===== config.mk =====
export PLATFORM = sky130hd
export DESIGN_NAME = three_wire_serial_transfer_engine_top
export DESIGN_NICKNAME = d
export VERILOG_FILES = /design/src/hw/rtl/tws_pkg.sv /design/src/hw/rtl/tws_front.sv /design/src/hw/rtl/tws_back.sv /design/src/hw/rtl/three_wire_serial_transfer_engine_top.sv
export SDC_FILE = /design/constraint.sdc
export NUM_CORES = 1
export LEC_CHECK = 0
export BUFFER_PORTS_ARGS = -buffer_cell sky130_fd_sc_hd__buf_2
export CORE_MARGIN = 5
export CORE_UTILIZATION = 59
export DETAILED_ROUTE_END_ITERATION = 10
export PLACE_DENSITY = 0.86
export SYNTH_ARGS = -nofsm -noshare
export SYNTH_HDL_FRONTEND = slang
export SYNTH_HIERARCHICAL = 1
export SYNTH_SLANG_ARGS = --single-unit

===== constraint.sdc =====
create_clock -name clk_i -period 9.3 [get_ports clk_i]
set_input_delay 0.93 -clock clk_i [delete_from_list [all_inputs] [get_ports clk_i]]
set_output_delay 0.93 -clock clk_i [all_outputs]
set_load 0.005 [all_outputs]

===== src/hw/rtl/tws_pkg.sv =====
`default_nettype none
// ----------------------------------------------------------------------------
// Three-wire serial transfer engine package
// Shared types and constants for the front queue and the transfer engine.
// ----------------------------------------------------------------------------
package tws_pkg;

  localparam int unsigned QDepth = 2;
  localparam int unsigned QPtrW  = 1;
  localparam int unsigned QCntW  = 2;

  localparam logic [1:0] ModeTick  = 2'd0;
  localparam logic [1:0] ModeStart = 2'd1;
  localparam logic [1:0] ModeLoad  = 2'd2;

  localparam logic [7:0] CmdSend = 8'h01;
  localparam logic [7:0] CmdRecv = 8'h02;
  localparam logic [1:0] HdrLast = 2'd2;
  localparam logic [2:0] BitLast = 3'd7;

  typedef enum logic [1:0] {
    OP_TICK,
    OP_START,
    OP_LOAD,
    OP_NOP
  } op_e;

  typedef enum logic [2:0] {
    PH_IDLE,
    PH_HEADER,
    PH_TXDATA,
    PH_RXDATA,
    PH_TRAIL
  } phase_e;

  typedef struct packed {
    op_e         op;
    logic        direction;
    logic [15:0] length;
    logic [7:0]  tx_byte;
    logic        sck;
    logic        data_in;
  } item_t;

endpackage
`default_nettype wire


===== src/hw/rtl/tws_front.sv =====
`default_nettype none
// ----------------------------------------------------------------------------
// Front end
// Accepts input items, decodes the mode into an operation and holds them in
// a short queue for the transfer engine.
// ----------------------------------------------------------------------------
module tws_front (
  input  wire logic          clk_i,
  input  wire logic          rst_ni,
  input  wire logic          in_valid_i,
  output logic               in_stall_o,
  input  wire logic [1:0]    mode_i,
  input  wire logic          direction_i,
  input  wire logic [15:0]   length_i,
  input  wire logic [7:0]    tx_byte_i,
  input  wire logic          sck_i,
  input  wire logic          data_in_i,
  output logic               q_valid_o,
  output tws_pkg::item_t     q_item_o,
  input  wire logic          pop_i
);

  tws_pkg::item_t                  mem_q [tws_pkg::QDepth];
  tws_pkg::item_t                  item;
  logic [tws_pkg::QPtrW-1:0]       wr_ptr_q, wr_ptr_d;
  logic [tws_pkg::QPtrW-1:0]       rd_ptr_q, rd_ptr_d;
  logic [tws_pkg::QCntW-1:0]       count_q, count_d;
  logic                            push;

  always_comb begin
    item.direction = direction_i;
    item.length    = length_i;
    item.tx_byte   = tx_byte_i;
    item.sck       = sck_i;
    item.data_in   = data_in_i;
    case (mode_i)
      tws_pkg::ModeTick:  item.op = tws_pkg::OP_TICK;
      tws_pkg::ModeStart: item.op = tws_pkg::OP_START;
      tws_pkg::ModeLoad:  item.op = tws_pkg::OP_LOAD;
      default:            item.op = tws_pkg::OP_NOP;
    endcase
  end

  assign in_stall_o = (count_q == tws_pkg::QCntW'(tws_pkg::QDepth));
  assign push       = in_valid_i && !in_stall_o;
  assign q_valid_o  = (count_q != '0);
  assign q_item_o   = mem_q[rd_ptr_q];

  always_comb begin
    wr_ptr_d = push  ? wr_ptr_q + 1'b1 : wr_ptr_q;
    rd_ptr_d = pop_i ? rd_ptr_q + 1'b1 : rd_ptr_q;
    count_d  = count_q;
    if (push && !pop_i) begin
      count_d = count_q + 1'b1;
    end else if (!push && pop_i) begin
      count_d = count_q - 1'b1;
    end
  end

  always_ff @(posedge clk_i or negedge rst_ni) begin
    if (!rst_ni) begin
      wr_ptr_q <= '0;
      rd_ptr_q <= '0;
      count_q  <= '0;
    end else begin
      wr_ptr_q <= wr_ptr_d;
      rd_ptr_q <= rd_ptr_d;
      count_q  <= count_d;
    end
  end

  always_ff @(posedge clk_i) begin
    if (push) begin
      mem_q[wr_ptr_q] <= item;
    end
  end

`ifndef SYNTH
  a_pop_nonempty: assert property (@(posedge clk_i) disable iff (!rst_ni)
    pop_i |-> count_q != '0)
    else $error("pop from empty queue");
`endif

endmodule
`default_nettype wire


===== src/hw/rtl/tws_back.sv =====
`default_nettype none
// ----------------------------------------------------------------------------
// Transfer engine
// Executes queued items against the link state (header, send data, receive
// data, trailing cycle) and registers one result per item.
// ----------------------------------------------------------------------------
module tws_back (
  input  wire logic          clk_i,
  input  wire logic          rst_ni,
  input  wire logic          q_valid_i,
  input  wire tws_pkg::item_t q_item_i,
  output logic               pop_o,
  output logic               out_valid_o,
  input  wire logic          out_stall_i,
  output logic               cs_n_o,
  output logic               data_out_o,
  output logic               data_drive_o,
  output logic [7:0]         rx_byte_o,
  output logic               rx_valid_o,
  output logic               tx_request_o,
  output logic               tx_underrun_o,
  output logic               busy_res_o,
  output logic               done_res_o
);

  tws_pkg::phase_e phase_q, phase_d;
  logic [7:0]      shift_q, shift_d;
  logic [2:0]      bit_q, bit_d;
  logic [15:0]     left_q, left_d;
  logic [1:0]      hdr_q, hdr_d;
  logic            seen_q, seen_d;
  logic            dir_q, dir_d;
  logic [7:0]      hold_q, hold_d;
  logic            full_q, full_d;

  logic            fire;
  logic            rx_valid, underrun, done;
  logic [7:0]      rx_byte;

  logic            cs_n, data_out, data_drive, tx_req, busy;
  logic            out_valid_q;
  logic            cs_n_q, data_out_q, data_drive_q, rx_valid_q;
  logic            tx_req_q, underrun_q, busy_q, done_q;
  logic [7:0]      rx_byte_q;

  assign fire  = q_valid_i && (!out_valid_q || !out_stall_i);
  assign pop_o = fire;

  // next state
  always_comb begin
    phase_d  = phase_q;
    shift_d  = shift_q;
    bit_d    = bit_q;
    left_d   = left_q;
    hdr_d    = hdr_q;
    seen_d   = seen_q;
    dir_d    = dir_q;
    hold_d   = hold_q;
    full_d   = full_q;
    rx_valid = 1'b0;
    rx_byte  = '0;
    underrun = 1'b0;
    done     = 1'b0;
    if (fire) begin
      case (q_item_i.op)
        tws_pkg::OP_START: begin
          if (phase_q == tws_pkg::PH_IDLE) begin
            dir_d   = q_item_i.direction;
            left_d  = q_item_i.length;
            hdr_d   = '0;
            bit_d   = '0;
            seen_d  = 1'b0;
            shift_d = q_item_i.direction ? tws_pkg::CmdRecv : tws_pkg::CmdSend;
            phase_d = tws_pkg::PH_HEADER;
          end
        end
        tws_pkg::OP_LOAD: begin
          hold_d = q_item_i.tx_byte;
          full_d = 1'b1;
        end
        tws_pkg::OP_TICK: begin
          if (phase_q != tws_pkg::PH_IDLE) begin
            if (!seen_q) begin
              if (q_item_i.sck) begin
                seen_d = 1'b1;
                if (phase_q == tws_pkg::PH_RXDATA) begin
                  shift_d = {shift_q[6:0], q_item_i.data_in};
                end
              end
            end else if (!q_item_i.sck) begin
              seen_d = 1'b0;
              if (phase_q == tws_pkg::PH_TRAIL) begin
                phase_d = tws_pkg::PH_IDLE;
                done    = 1'b1;
              end else begin
                bit_d = bit_q + 1'b1;
                if (phase_q != tws_pkg::PH_RXDATA) begin
                  shift_d = {shift_q[6:0], 1'b0};
                end
                if (bit_q == tws_pkg::BitLast) begin
                  if (phase_q == tws_pkg::PH_RXDATA) begin
                    rx_valid = 1'b1;
                    rx_byte  = shift_q;
                    shift_d  = '0;
                    left_d   = left_q - 1'b1;
                    if (left_q == 16'd1) begin
                      phase_d = tws_pkg::PH_TRAIL;
                    end
                  end else if (phase_q == tws_pkg::PH_HEADER && hdr_q < tws_pkg::HdrLast) begin
                    hdr_d   = hdr_q + 1'b1;
                    shift_d = (hdr_q == 2'd0) ? left_q[15:8] : left_q[7:0];
                  end else if (phase_q == tws_pkg::PH_HEADER && dir_q) begin
                    shift_d = '0;
                    phase_d = (left_q == '0) ? tws_pkg::PH_TRAIL : tws_pkg::PH_RXDATA;
                  end else if (left_q == '0) begin
                    phase_d = tws_pkg::PH_TRAIL;
                    shift_d = '0;
                  end else begin
                    left_d  = left_q - 1'b1;
                    phase_d = tws_pkg::PH_TXDATA;
                    if (full_q) begin
                      shift_d = hold_q;
                      full_d  = 1'b0;
                    end else begin
                      shift_d  = '0;
                      underrun = 1'b1;
                    end
                  end
                end
              end
            end
          end
        end
        default: ;
      endcase
    end
  end

  // outputs, from the state after the item
  always_comb begin
    cs_n       = 1'b1;
    data_out   = 1'b0;
    data_drive = 1'b1;
    tx_req     = 1'b0;
    busy       = 1'b1;
    case (phase_d)
      tws_pkg::PH_HEADER, tws_pkg::PH_TXDATA: begin
        cs_n     = 1'b0;
        data_out = shift_d[7];
        tx_req   = !dir_d && (left_d != '0) && !full_d;
      end
      tws_pkg::PH_RXDATA: begin
        cs_n       = 1'b0;
        data_drive = 1'b0;
      end
      tws_pkg::PH_TRAIL: begin
        data_drive = !dir_d;
      end
      default: begin
        busy = 1'b0;
      end
    endcase
  end

  always_ff @(posedge clk_i or negedge rst_ni) begin
    if (!rst_ni) begin
      phase_q     <= tws_pkg::PH_IDLE;
      shift_q     <= '0;
      bit_q       <= '0;
      left_q      <= '0;
      hdr_q       <= '0;
      seen_q      <= 1'b0;
      dir_q       <= 1'b0;
      hold_q      <= '0;
      full_q      <= 1'b0;
      out_valid_q <= 1'b0;
    end else begin
      phase_q <= phase_d;
      shift_q <= shift_d;
      bit_q   <= bit_d;
      left_q  <= left_d;
      hdr_q   <= hdr_d;
      seen_q  <= seen_d;
      dir_q   <= dir_d;
      hold_q  <= hold_d;
      full_q  <= full_d;
      if (fire) begin
        out_valid_q <= 1'b1;
      end else if (!out_stall_i) begin
        out_valid_q <= 1'b0;
      end
    end
  end

  always_ff @(posedge clk_i) begin
    if (fire) begin
      cs_n_q       <= cs_n;
      data_out_q   <= data_out;
      data_drive_q <= data_drive;
      rx_byte_q    <= rx_byte;
      rx_valid_q   <= rx_valid;
      tx_req_q     <= tx_req;
      underrun_q   <= underrun;
      busy_q       <= busy;
      done_q       <= done;
    end
  end

  assign out_valid_o   = out_valid_q;
  assign cs_n_o        = cs_n_q;
  assign data_out_o    = data_out_q;
  assign data_drive_o  = data_drive_q;
  assign rx_byte_o     = rx_byte_q;
  assign rx_valid_o    = rx_valid_q;
  assign tx_request_o  = tx_req_q;
  assign tx_underrun_o = underrun_q;
  assign busy_res_o    = busy_q;
  assign done_res_o    = done_q;

`ifndef SYNTH
  a_done_to_idle: assert property (@(posedge clk_i) disable iff (!rst_ni)
    (fire && done) |=> phase_q == tws_pkg::PH_IDLE)
    else $error("done without return to idle");
  a_rx_in_rx: assert property (@(posedge clk_i) disable iff (!rst_ni)
    (fire && rx_valid) |-> phase_q == tws_pkg::PH_RXDATA && dir_q)
    else $error("rx byte outside receive data");
  a_underrun_send: assert property (@(posedge clk_i) disable iff (!rst_ni)
    (fire && underrun) |-> !dir_q && !full_q)
    else $error("underrun outside send or with full holding register");
`endif

endmodule
`default_nettype wire


===== src/hw/rtl/three_wire_serial_transfer_engine_top.sv =====
`default_nettype none
// ----------------------------------------------------------------------------
// Three-wire serial transfer engine
// Partner-clocked three-wire transfer engine: header, send or receive data,
// trailing clock cycle.
// ----------------------------------------------------------------------------
// The block takes one item per clock cycle when not stalled: pin sample ticks,
// start and load items pass through a two-entry queue into the engine, which
// handles one item per cycle unless its output is stalled and registers its
// result. With out_stall_i low, an item is written into the queue and its
// result then registered on the outputs; input stall rises only once the queue
// is full, with items back to back right after the first stalled output cycle.
module three_wire_serial_transfer_engine_top (
  input  wire logic        clk_i,
  input  wire logic        rst_ni,
  input  wire logic        in_valid_i,
  output logic             in_stall_o,
  input  wire logic [1:0]  mode_i,
  input  wire logic        direction_i,
  input  wire logic [15:0] length_i,
  input  wire logic [7:0]  tx_byte_i,
  input  wire logic        sck_i,
  input  wire logic        data_in_i,
  output logic             out_valid_o,
  input  wire logic        out_stall_i,
  output logic             cs_n_o,
  output logic             data_out_o,
  output logic             data_drive_o,
  output logic [7:0]       rx_byte_o,
  output logic             rx_valid_o,
  output logic             tx_request_o,
  output logic             tx_underrun_o,
  output logic             busy_res_o,
  output logic             done_res_o
);

  logic           q_valid;
  tws_pkg::item_t q_item;
  logic           pop;

  tws_front u_front (
    .clk_i       (clk_i),
    .rst_ni      (rst_ni),
    .in_valid_i  (in_valid_i),
    .in_stall_o  (in_stall_o),
    .mode_i      (mode_i),
    .direction_i (direction_i),
    .length_i    (length_i),
    .tx_byte_i   (tx_byte_i),
    .sck_i       (sck_i),
    .data_in_i   (data_in_i),
    .q_valid_o   (q_valid),
    .q_item_o    (q_item),
    .pop_i       (pop)
  );

  tws_back u_back (
    .clk_i         (clk_i),
    .rst_ni        (rst_ni),
    .q_valid_i     (q_valid),
    .q_item_i      (q_item),
    .pop_o         (pop),
    .out_valid_o   (out_valid_o),
    .out_stall_i   (out_stall_i),
    .cs_n_o        (cs_n_o),
    .data_out_o    (data_out_o),
    .data_drive_o  (data_drive_o),
    .rx_byte_o     (rx_byte_o),
    .rx_valid_o    (rx_valid_o),
    .tx_request_o  (tx_request_o),
    .tx_underrun_o (tx_underrun_o),
    .busy_res_o    (busy_res_o),
    .done_res_o    (done_res_o)
  );

endmodule
`default_nettype wire


==> results of run 1 <==
## cells in the final DEF (no fill, tap or decap), drive strengths merged, types with 7 or more instances in the layout
master,count
edfxtp,74
buf,54
dfrtp,48
nand2,40
mux2,40
nor2,22
o21ai,21
clkbuf,18
nor3,15
inv,15
and2,12
mux2i,12
a21oi,11
a22oi,10
clkinv,9
nor4,7
nand3,7
ha,7
or2,7
o211ai,7
## final cells by class
class / count / area [µm²] / area share [%]
clock buffer: 18 / 418 / 6.06
tap: 133 / 166 / 2.41
multi-input combinational: 319 / 2430 / 35.3
timing repair buffer: 54 / 280 / 4.07
sequential: 122 / 3420 / 49.7
clock inverter: 14 / 123 / 1.78
inverter: 13 / 48.8 / 0.708
## power groups by stage
stage / Clock (µW) / Combinational (µW) / Sequential, µW
global placement: 0 / 667 / 901
floorplan: 0 / 557 / 830
detailed placement: 0 / 682 / 905
global route: 631 / 755 / 921
finish: 592 / 700 / 903
CTS: 606 / 691 / 899
## routing by layer
| layer | routed length (µm) | share of wire, % | track usage [%] |
|---|---|---|---|
| met3 | 1220 | 8.9 | 6.33 |
| met2 | 6550 | 48 | 36.0 |
| met5 | 0 | 0 | 0 |
| met4 | 624 | 4.5 | 12.4 |
| met1 | 5330 | 39 | 28.9 |
## cell families after synthesis
logic type | Yosys count | synth area share [%]
adder cells (fa/ha/maj) | 7 | 1.46
multiplexers | 52 | 11.3
flip-flops | 122 | 56.9
XOR/XNOR | 6 | 0.873
AO/OA/AOI/OAI | 100 | 12.5
AND/OR/NAND/NOR | 154 | 14.2
buffers and inverters | 37 | 2.89
## worst paths after layout
| check | from | to | slack (ps) | cells past startpoint |
|---|---|---|---|---|
| hold / removal | u_front/count_q[1] | u_front/count_q[1] | 490 | 1 |
| min in group asynchronous | rst_ni | u_back/phase_q[1] | 510 | 2 |
| setup reg to reg | u_front/rd_ptr_q | u_back/tx_request_o | 5610 | 8 |
| max in group asynchronous | rst_ni | u_front/rd_ptr_q | 8320 | 2 |
| hold reg to reg | u_front/count_q[1] | u_front/count_q[1] | 490 | 1 |
| setup / recovery | u_front/rd_ptr_q | u_back/tx_request_o | 5610 | 8 |
## cells in the mapped netlist, drive strengths merged, types with 4 or more instances
cell type   n  area [µm²]
a31oi       5        31.3
buf        12        80.1
a22oi      10        80.1
o2111ai     4        35.0
mux2       40         559
inv        13        48.8
a211o       5        43.8
or2         7        43.8
mux2i      12         120
nand3       7        35.0
nor2b       5        31.3
dfrtp      48        1200
o31ai       4        30.0
nor3       15        75.1
or3         5        31.3
nand4       5        31.3
nand2      40         150
edfxtp     74        2220
a221o       6        60.1
o21ai      21         105
a21oi      11        55.1
nor2       22        82.6
and2       12        75.1
nor4        7        43.8
o211ai      7        57.6
ha          7        87.6
clkbuf     12        45.0
or4         5        37.5
## stage by stage
stage | hold WS, ps | total power [µW] | cells | worst slack, ps | cell area (µm²)
global placement | 472 | 1570 | 641 | 5720 | 6350
floorplan | 456 | 1390 | 478 | 6370 | 6020
finish | 487 | 2200 | 673 | 5610 | 6890
CTS | 491 | 2190 | 673 | 5650 | 6890
global route | 519 | 2310 | 673 | 5480 | 6890
detailed placement | 481 | 1590 | 641 | 5650 | 6350
## sequential cells by signal, indices dropped and copies added (netlist names), 2 cells and up
| name | count |
|---|---|
| u_back/left_q | 16 |
| u_front/count_q | 2 |
| u_back/rx_byte_o | 8 |
| u_back/hdr_q | 2 |
| u_front/mem_q | 58 |
| u_back/bit_q | 3 |
| u_back/hold_q | 8 |
| u_back/shift_q | 8 |
| u_back/phase_q | 3 |
==> run_results.csv, run 1 <==
group,metric,value,unit
yosys,synth-seq-cells,122,
job,maxCapViolCount,0,
sta,setup-tns-final,0,ps
clocking,postCtsHoldBufs,0,
grt,grt_util_all_layers,22.9,%
yosys,syn_nets,518,
pwr,switching_share,35.2,%
setup_path,cp-end-kind,"register",
die,die_w,111,µm
drt,num_vias,4347,
sta,finalHoldViolations,0,
clocking,clkSinkCount,122,
clocking,cts_inserted_buffers,17,
clocking,clk_path_buf_depth,2,
grt,grt_pass1_wl,22200,µm
sta,fin_crit_sh,39.7,%
sta,final.min_clock_period,3690,ps
die,rows,36,
drt,ant_nets,0,
yosys,seq_area_frac_synth,56.9,%
clocking,clk_pin_slew_worst_paths,60,ps
yosys,synthCells,478,
sta,timing.fmax,271,MHz
clocking,cts_tree,"done",
final_layout,nets,567,
grt,antenna_found_initial,0,
sta,finalSetupViolations,0,
die,core,9860,µm²
setup_path,cp_common_cell,"nor3_1",
yosys,synth_cell_types,69,
yosys,synth_area,6020,µm²
sta,maxSlewViolCount,0,
pwr,p_per_area,318,nW/µm²
outcome,outcome,"finished clean",
pwr,p_comb_share,31.9,%
setup_path,crit_chain,"mux2_4, or2_1, nor2_1, o211ai_2, nor3_1, a221o_1, nor3_1, a31oi_1",
yosys,async_reset_ff_share,39.3,%
pwr,peakVddDrop,0.196,mV
die,dieHeight,111,µm
drt,drc,0,
grt,grt_max_degree,49,
drt,wl,13700,µm
hold_path,hold_class,"register to register",
pwr,p_leak,0.00281,µW
die,die_area,12300,µm²
drt,wl_per_cell,20.4,µm
final_layout,n_antenna_cell,0,
setup_path,crit_path_max_fanout,30,
setup_path,cp.arrival,4060,ps
setup_path,crit_type,"register to register",
grt,overflow,0,
placement,gp_congestion,0.967,
final_layout,drive_above_1_share,26.7,%
clocking,cts_setup_buffers,0,
die,start_util,61.0,%
sta,max_slew_margin,35.2,%
placement,dpl.hpwl,9350,µm
placement,port-buffer-count,50,
setup_path,critPathRequiredTime,9670,ps
yosys,synth_edf_count,74,
pwr,seq_power_share,41.1,%
pwr,p_clk_share,27.0,%
setup_path,slowest_stage,"dfrtp_2",
clocking,insertion_delay,520,ps
setup_path,cp_top_family,"simple AND/OR/NAND/NOR gates",
grt,grt_pass1_vias,4326,
yosys,synth.avg_cell_area,12.6,µm²
clocking,htree_levels,4,
pwr,internal-power,1420,µW
drt,dr.first_iter.drc_count,490,
die,num_io_pins,51,
final_layout,nFillCells,689,
clocking,cts-root-buf,"clkbuf_8",
sta,tightest_slew,972,ps
sta,grt_setup_unrepaired,"no",
sta,skew,7.65,ps
yosys,yosys_warnings,6,
setup_path,crit_path_start_kind,"register",
final_layout,syn2layout_area_growth,14.5,%
drt,drt-vias-per-instance,6.46,
yosys,synth_flop_cell,"edfxtp_1",
setup_path,cp_slowest_stage_delay,1000,ps
drt,drt_pass1_iterations,7,
final_layout,final_core_util,69.9,%
pwr,power_switching,773,µW
clocking,cts_resized,0,
setup_path,worst-path-buf-inv,0,
No activity file was read; power rests on OpenSTA's default activity.
==> inputs of run 2 (changes only) <==
Clock period 9.3 ns to 3.5 ns, I/O delays scaled along.
==> run 2 against run 1 <==
Effect of this change: first-iteration DRC count shrank 16%; die area did not move; global-route usage grew 1.7 points; sequential cell count unchanged; wire length grew 9.6%; core utilization up 2.5 points; critical path type unchanged.
==> run_results.csv, run 2 (synthesis gave the netlist of run 1 again) <==
group,metric,value,unit
setup_path,critPathRequiredTime,3870,ps
drt,num_vias,4485,
hold_path,hold_path_end,"u_front/mem_q[1][21]",
sta,grt_setup_unrepaired,"no",
setup_path,cp_slowest_stage_delay,590,ps
setup_path,crit_path_start_kind,"register",
sta,timing.fmax,323,MHz
final_layout,regMostFlops,"u_front/mem_q",
drt,dr.first_iter.drc_count,414,
placement,dpl.hpwl,10100,µm
pwr,p_comb_share,34.1,%
drt,drc,0,
clocking,cts_setup_buffers,0,
sta,final.min_clock_period,3100,ps
setup_path,cp.arrival,3470,ps
drt,drt-vias-per-instance,6.44,
final_layout,syn2layout_area_growth,18.6,%
final_layout,nets,590,
setup_path,r2r-end,"u_back/tx_request_o",
setup_path,r2r_start,"u_front/count_q[0]",
grt,antenna_found_initial,0,
placement,port-buffer-count,50,
outcome,outcome,"finished clean",
setup_path,worst-path-buf-inv,3,
sta,setup-tns-final,0,ps
final_layout,final_common_cell,"edfxtp_1",
final_layout,final_cell_mix,"edfxtp_1, buf_2, dfrtp_1, nand2_1, mux2_4",
pwr,power_switching,2160,µW
clocking,clkSinkCount,122,
pwr,internal-power,3920,µW
die,core,9860,µm²
pwr,seq_power_share,38.1,%
sta,finalSetupViolations,0,
hold_path,hp-start,"length_i[11]",
job,maxCapViolCount,0,
grt,grt_util_all_layers,24.7,%
setup_path,cp-end-kind,"register",
setup_path,startpoint,"u_front/count_q[0]",
die,die_area,12300,µm²
clocking,cts-root-buf,"clkbuf_8",
drt,drt_pass1_iterations,6,
final_layout,reg_top3,"u_front/mem_q (58), u_back/left_q (16)",
placement,place_area,6420,µm²
die,start_util,61.0,%
placement,gp_congestion,0.940,
clocking,clk_pin_slew_worst_paths,60,ps
die,num_io_pins,51,
pwr,p_leak,0.00293,µW
drt,wl,15100,µm
grt,grt_pass1_wl,23800,µm
final_layout,n_antenna_cell,0,
hold_path,hold_path_depth,1,
setup_path,crit_chain,"or2_2, a21bo_2, inv_1, nand2_1, buf_4, nor2_1, a22o_1, a22oi_2, inv_2, or4b_1, a31oi_1",
clocking,insertion_delay,530,ps
clocking,cts_inserted_buffers,17,
hold_path,hold_class,"primary input to register",
placement,pre_cts_slack,535,ps
final_layout,largest_reg_flops,58,
clocking,htree_levels,4,
sta,finalHoldViolations,0,
die,dieHeight,111,µm
clocking,cts_tree,"done",
pwr,p_per_area,852,nW/µm²
final_layout,drive_above_1_share,27.0,%
final_layout,final_area,7140,µm²
setup_path,rr_worst_depth,11,
drt,wl_per_cell,21.6,µm
sta,maxSlewViolCount,0,
pwr,p_clk_share,27.8,%
grt,grt_pass1_vias,4538,
setup_path,crit_path_max_fanout,12,
pwr,switching_share,35.6,%
grt,grt_max_degree,30,
sta,skew,8.03,ps
sta,tightest_slew,745,ps
setup_path,slowest_stage,"or4b_1",
clocking,clk_path_buf_depth,2,
die,rows,36,
grt,overflow,0,
drt,ant_nets,0,
sta,setup_ws,402,ps
setup_path,ff2ff_setup_slack,400,ps
sta,fin_crit_sh,88.5,%
setup_path,cp_top_family,"simple AND/OR/NAND/NOR gates",
final_layout,nFillCells,645,
sta,max_slew_margin,50.3,%
die,die_w,111,µm
pwr,peakVddDrop,0.478,mV
setup_path,crit_type,"register to register",
run 2: changes by cell type in the layout (fill, tap and decap cells not counted), sizes merged:
cell	previous run	this run
dlygate4sd3	0	14
clkinv	9	4
clkbuf	18	21
clkinvlp	2	1
buf	54	63
inv	15	18
run 2: final cells by class:
| cell class | instances | area [µm²] | share of cell area (%) |
|---|---|---|---|
| Sequential cell | 122 | 3420 | 48.0 |
| Multi-Input combinational cell | 319 | 2430 | 34.1 |
| Timing Repair Buffer | 77 | 488 | 6.83 |
| Clock buffer | 21 | 472 | 6.61 |
| Tap cell | 133 | 166 | 2.33 |
| Clock inverter | 11 | 108 | 1.51 |
| Inverter | 13 | 48.8 | 0.683 |
run 2: worst max path at each step:
stage	to	slack, ps	cells past startpoint
after floorplan	u_back/tx_request_o	570	11
after global placement	u_back/tx_request_o	590	7
after detailed placement	u_back/tx_request_o	540	11
after CTS	u_back/tx_request_o	490	11
after global routing	u_back/tx_request_o	330	7
final	u_back/tx_request_o	400	11
run 2: stage by stage:
step | utilization, % | hold WS, ps | power (µW) | cells
finish | 72.4 | 15.2 | 6080 | 696
global route | 72.4 | 3.00 | 6350 | 696
CTS | 71.7 | 1.80 | 6040 | 689
detailed placement | 65.1 | 396 | 4320 | 650
global placement | 65.1 | 384 | 4250 | 650
floorplan | - | 54.4 | 3680 | 478
run 2: worst register-to-register path: stages, from the launching register on:
cell     delay, ps
dfrtp_1        430
or2_2          320
a21bo_2        380
inv_1          120
nand2_1        100
buf_4          200
nor2_1          60
a22o_1         210
a22oi_2        250
inv_2          100
or4b_1         590
a31oi_1        180
run 2: timing repair:
| item | CTS | global route |
|---|---|---|
| hold buffers | 7 | 7 |
| resized for setup | 0 | 0 |
| hold endpoints to repair | 34 | 13 |
run 2: layer usage:
layer	wire (µm)	part of all wire (%)	vias to the layer above	global-route usage, %
met4	552	3.7	0	11.0
met1	5810	39	2215	29.9
li1	-	-	1983	-
met3	1050	7.0	54	6.33
met2	7640	51	233	41.6
met5	0	0	-	0
run 2: power by group through the flow:
stage	combinational, µW	clock (µW)	sequential, µW
6_report	2070	1690	2320
5_1_grt	2220	1790	2350
4_1_cts	2040	1700	2300
3_5_place_dp	2000	0	2320
3_3_place_gp	1950	0	2300
2_1_floorplan	1480	0	2200
